**src/rtl/ffra_pkg.sv**
```systemverilog
package ffra_pkg;

  // Operation codes carried in the input item
  typedef enum logic [1:0] {
    OP_ALLOC = 2'd0,
    OP_RELEASE = 2'd1,
    OP_CHECK = 2'd2,
    OP_NOP = 2'd3
  } op_t;

  // Update applied to the whole chain in the commit cycle
  typedef enum logic [1:0] {
    CMT_NONE = 2'd0,
    CMT_INSERT = 2'd1,
    CMT_APPEND = 2'd2,
    CMT_REMOVE = 2'd3
  } commit_t;

  // Configuration register indexes
  localparam logic CFG_POOL_BASE = 1'b0;
  localparam logic CFG_POOL_SIZE = 1'b1;

  localparam int unsigned ADDR_W = 32;
  localparam int unsigned WIDE_W = 33;
  localparam int unsigned PAGES_W = 21;

  // One list entry held by a cell
  typedef struct packed {
    logic              v;
    logic [ADDR_W-1:0] start;
    logic [ADDR_W-1:0] len;
  } entry_t;

  // Search wave handed from cell to cell
  typedef struct packed {
    logic              active;
    logic [WIDE_W-1:0] cand;
    logic              found;
    logic [ADDR_W-1:0] len;
  } wave_t;

  // Broadcast from the controller to every cell
  typedef struct packed {
    op_t               op;
    logic [WIDE_W-1:0] need;
    logic [ADDR_W-1:0] addr;
    commit_t           kind;
    logic [ADDR_W-1:0] new_start;
    logic [ADDR_W-1:0] new_len;
  } bus_t;

endpackage

```
**src/rtl/ffra_cell.sv**
```systemverilog
module ffra_cell (
  input  logic           clk,
  input  logic           rst,
  input  ffra_pkg::bus_t   bus,
  input  ffra_pkg::wave_t  wave_in,
  input  ffra_pkg::entry_t left,
  input  ffra_pkg::entry_t right,
  output ffra_pkg::wave_t  wave_out,
  output ffra_pkg::entry_t ent
);

  ffra_pkg::wave_t wave;
  logic mark;
  logic past;

  logic [ffra_pkg::WIDE_W-1:0] s_wide;
  logic [ffra_pkg::WIDE_W-1:0] e_wide;
  logic alloc_fit;
  logic rel_hit;
  logic chk_hit;
  logic hit;

  // Evaluate this entry against the passing wave
  always_comb begin
    s_wide = {1'b0, ent.start};
    e_wide = s_wide + {1'b0, ent.len};
    alloc_fit = ent.v && (bus.op == ffra_pkg::OP_ALLOC) && (s_wide >= wave.cand) &&
                ((s_wide - wave.cand) >= bus.need);
    rel_hit = ent.v && (bus.op == ffra_pkg::OP_RELEASE) && (ent.start == bus.addr);
    chk_hit = ent.v && (bus.op == ffra_pkg::OP_CHECK) && (bus.addr >= ent.start) &&
              ((bus.addr - ent.start) < ent.len);
    hit = wave.active && !wave.found && (alloc_fit || rel_hit || chk_hit);
    wave_out.active = wave.active;
    wave_out.found = wave.found || hit;
    wave_out.len = hit ? ent.len : wave.len;
    wave_out.cand = wave.cand;
    // Advance the candidate past this region's end until a hole is found
    if (ent.v && (bus.op == ffra_pkg::OP_ALLOC) && !wave.found && !alloc_fit &&
        (e_wide > wave.cand)) begin
      wave_out.cand = e_wide;
    end
  end

  // Hold the wave and the marks left by it
  always_ff @(posedge clk) begin
    if (rst) begin
      wave.active <= 1'b0;
    end else begin
      wave.active <= wave_in.active;
    end
    wave.cand <= wave_in.cand;
    wave.found <= wave_in.found;
    wave.len <= wave_in.len;
    if (wave.active) begin
      mark <= hit;
      past <= wave.found;
    end
  end

  // Shift, insert or drop entries on commit
  always_ff @(posedge clk) begin
    if (rst) begin
      ent.v <= 1'b0;
    end else begin
      case (bus.kind)
        ffra_pkg::CMT_INSERT: begin
          if (mark) begin
            ent <= '{v: 1'b1, start: bus.new_start, len: bus.new_len};
          end else if (past) begin
            ent <= left;
          end
        end
        ffra_pkg::CMT_APPEND: begin
          if (!ent.v && left.v) begin
            ent <= '{v: 1'b1, start: bus.new_start, len: bus.new_len};
          end
        end
        ffra_pkg::CMT_REMOVE: begin
          if (mark || past) begin
            ent <= right;
          end
        end
        default: begin
        end
      endcase
    end
  end

endmodule

```
**config.mk**
```make
export PLATFORM = sky130hd
export DESIGN_NAME = ffra_cell
export DESIGN_NICKNAME = d
export VERILOG_FILES = /design/src/rtl/ffra_pkg.sv /design/src/rtl/ffra_cell.sv
export SDC_FILE = /design/constraint.sdc
export NUM_CORES = 1
export LEC_CHECK = 0
export ABC_CLOCK_PERIOD_IN_PS = 7120
export BUFFER_PORTS_ARGS = -buffer_cell sky130_fd_sc_hd__clkbuf_2
export CAP_MARGIN = 20
export CORE_AREA = 2 2 182 184
export CTS_BUF_LIST = sky130_fd_sc_hd__clkbuf_8 sky130_fd_sc_hd__clkbuf_16
export DETAILED_ROUTE_END_ITERATION = 8
export DIE_AREA = 0 0 184 186
export GPL_TIMING_DRIVEN = 0
export PLACE_DENSITY_LB_ADDON = 0.12
export SLEW_MARGIN = 20
export SYNTH_ARGS = -nofsm -noshare
export SYNTH_HDL_FRONTEND = slang
export SYNTH_SLANG_ARGS = --single-unit
```
**constraint.sdc**
```tcl
create_clock -name clk -period 7.12 [get_ports clk]
set_input_delay 0.356 -clock clk [delete_from_list [all_inputs] [get_ports clk]]
set_output_delay 0.356 -clock clk [all_outputs]
set_load 0.05 [all_outputs]
```
==> metrics <==
GRT overflow 0; worst endpoint required time 6760 ps; Synth cell types 69; #FFs+latches synth 134; final WL 50,780 um; Post-synth EDFFs 66; Rel. slew slack 0.3632; wire length per cell 20.12 um; global-route wire length before repair 73,920 um; fin crit share 0.9630; gr usage total 0.2891; Worst EP arrival 6500 ps; Top delay family on crit path compound AO/OA/AOI/OAI gates; Initial DRC Count 664; htree depth 4; clock latency on the worst-skew pair 450 ps; outcome finished, final reports clean; YS warnings 0; Critical Path Sink Type output pin; Hold Path Class input pin to register; vias per cell 5.408; Mapped Area 13,480 um^2; die width 184 um; main flop type after synthesis dfxtp_1; fraction of layout cells with a size suffix above 1 0.2790; Synth Area in Adders 0.1836; post-synthesis compound-gate area fraction 0.2257; dpl ws 74.61 ps; mux cell area share after synthesis 0.1014; Seq/Total Area, Yosys 0.2481; CTS root buffer clkbuf_16; max-capacitance violation count 0; initial core utilization 0.4185; Post-Syn Instances 1,553; highest-delay cell along the critical path edfxtp_1; I/O Buffers 463; Final Hold Viols 0; Die Y 186 um; Post-Syn Nets 2,081; fmax 0.1458 GHz; die area 34,220 um^2; # DRC 0; Routed Antenna Nets 0; Core Area 32,210 um^2; largest net degree at the start of global routing 23; Pleak 8.797 nW; largest family of logic cells by synthesized area compound AO/OA/AOI/OAI gates; worst hold slack 18.55 ps; GP Congestion 0.9180; Rows 66; RSZ-0062 raised after global routing no; CTS tree yes; vias in the first global route 13,260; Min-Delay Path Depth 1; highest-count cells in the layout ignoring fill and taps 463 x clkbuf_2, 193 x ha_1, 165 x a21oi_1; R2R cell count 23; Crit. path cell count 24; CP max stage delay 520 ps; Setup CP Type register to output pin; fin crit period 6857 ps; vias 13,650; Setup violations, final 0; CTS Buffer Depth 2; Placed Cells 2,427; I/O pin count 464; Avg Inst Size Synth 8.679 um^2; ys async rst share 0; area grow syn2layout 30.47%; clock sinks 134; TritonCTS Buffers 17; XOR/XNOR Fraction of Synth Area 0.05134; worst vdd ir 0.1806 mV; worst slew pin tran 946.5 ps; number of antenna violations at the first check in global routing 5; Clock Skew 6.342 ps; commonest non-fill, non-tap cell in the layout clkbuf_2; crit-path max FO 10; Pwr Total 3.021 mW; final worst slack 263.1 ps; Slew Viols, Final 0; PwrDens 171.8 nW/um^2; drt first pass iters 5; critical path launch point type register; Final #Nets 2,626; crit path buf inv count 3; Layout Cells excl Fill 2,524; CTS clk-pin slew, worst paths 60 ps; crit-path cells inv_1 -> ha_1 -> fa_1 -> nor2b_1 -> o211ai_1 -> a21boi_0 -> o211ai_1 -> a21oi_1 -> o21bai_1 -> a21oi_2 -> nor2_1 -> o311ai_0 -> xor2_1 -> ha_1 -> a21o_1 -> a21o_1 -> a21oi_1 -> nor2_1 -> a211oi_1 -> a221oi_2 -> o21ai_4 -> clkbuf_4 -> mux2_2 -> clkbuf_2; final core utilization 0.5460; Post-Synth Simple-Gate Area 0.1323; HPWL after DPL 42,690 um
## cell type report
class,instances,area [um^2]
timing repair buffer,526,2983
buffer,46,186.4
multi-input combinational,1215,9390
antenna,5,12.51
inverter,158,593.1
sequential,134,3343
clock buffer,17,425.4
fill,3060,14620
clock inverter,15,140.1
tap,408,510.5
## kinds of logic (layout without fill, tap and decap cells)
kind of cell               Yosys count  count (layout)
muxes                              128             128
buffers and inverters              204             762
AOI/OAI and AO/OA                  472             472
DFF                                134             134
adders and majority gates          196             196
other                                0               5
and+or+nand+nor                    340             340
xor gates and xnor gates            79              79
## timing repair
item | 4_1_cts | 5_1_grt
endpoints found under the setup margin | 58 | 59
resized for setup | 1 | 5
hold endpoints to repair | 53 | 0
hold buffers | 53 | 0
pin swaps | 0 | 3
buffers inserted | 0 | 7
## Yosys cell counts, types with 3 or more instances
library cell | n | area (um^2)
o211ai_1 | 16 | 120.1
dfxtp_1 | 68 | 1361
mux2i_1 | 63 | 630.6
buf_2 | 6 | 30.03
buf_1 | 8 | 30.03
and2_1 | 3 | 18.77
a21boi_0 | 6 | 45.04
or3_1 | 3 | 18.77
nand2_1 | 71 | 266.5
and3_1 | 13 | 81.33
nor2b_1 | 84 | 525.5
a2111oi_0 | 5 | 43.79
nand2b_1 | 18 | 112.6
nand3_1 | 20 | 100.1
clkbuf_1 | 31 | 116.4
a21oi_1 | 167 | 835.8
edfxtp_1 | 66 | 1982
and4_1 | 5 | 43.79
o21ai_0 | 69 | 345.3
a211oi_1 | 71 | 533.0
xor2_1 | 21 | 183.9
o21bai_1 | 8 | 60.06
o2111ai_1 | 4 | 35.03
o21a_1 | 11 | 82.58
xnor2_1 | 58 | 508.0
nor3_1 | 17 | 85.08
a31oi_1 | 7 | 43.79
mux2_2 | 64 | 720.7
fa_1 | 3 | 60.06
nand4_1 | 23 | 143.9
inv_1 | 158 | 593.1
a211o_1 | 7 | 61.31
nor2_1 | 65 | 244.0
ha_1 | 193 | 2415
o311ai_0 | 3 | 26.28
nor4_1 | 5 | 31.28
a21o_1 | 64 | 480.5
a221oi_1 | 5 | 43.79
o31ai_1 | 5 | 37.54
## power breakdown
| part | internal [mW] | switching [mW] |
|---|---|---|
| logic | 0.510 | 0.713 |
| registers | 0.861 | 0.0599 |
| clock network | 0.509 | 0.369 |
## worst paths after layout
| check | start | endpoint | slack (ps) |
|---|---|---|---|
| hold / removal | wave_in[64] | wave[64] | 20 |
| setup reg to reg | ent[32] | mark | 1380 |
| setup / recovery | ent[32] | wave_out[21] | 260 |
| hold reg to reg | wave_out[66] | past | 560 |
## registers in the layout, indices dropped and copies added, names as in the netlist
| signal | count |
|---|---|
| ent | 65 |
| mark | 1 |
| past | 1 |
| wave | 66 |
| wave_out | 1 |
## layer usage
| metal | vias to the layer above | GRT usage | routed length (um) |
|---|---|---|---|
| li1 | 6793 | - | - |
| met1 | 6335 | 0.3627 | 21900 |
| met2 | 455 | 0.4945 | 24740 |
| met3 | 68 | 0.04774 | 2695 |
| met4 | 0 | 0.1158 | 1443 |
| met5 | - | 0 | 0 |
## through the flow
stage | TNS (ps) | instance area [um^2]
CTS | -3260 | 17500
global placement | 0 | 16310
global route | 0 | 17580
finish | 0 | 17580
detailed placement | 0 | 16400
floorplan | 0 | 13480
Note: power is estimated with default switching activity, not from simulation.
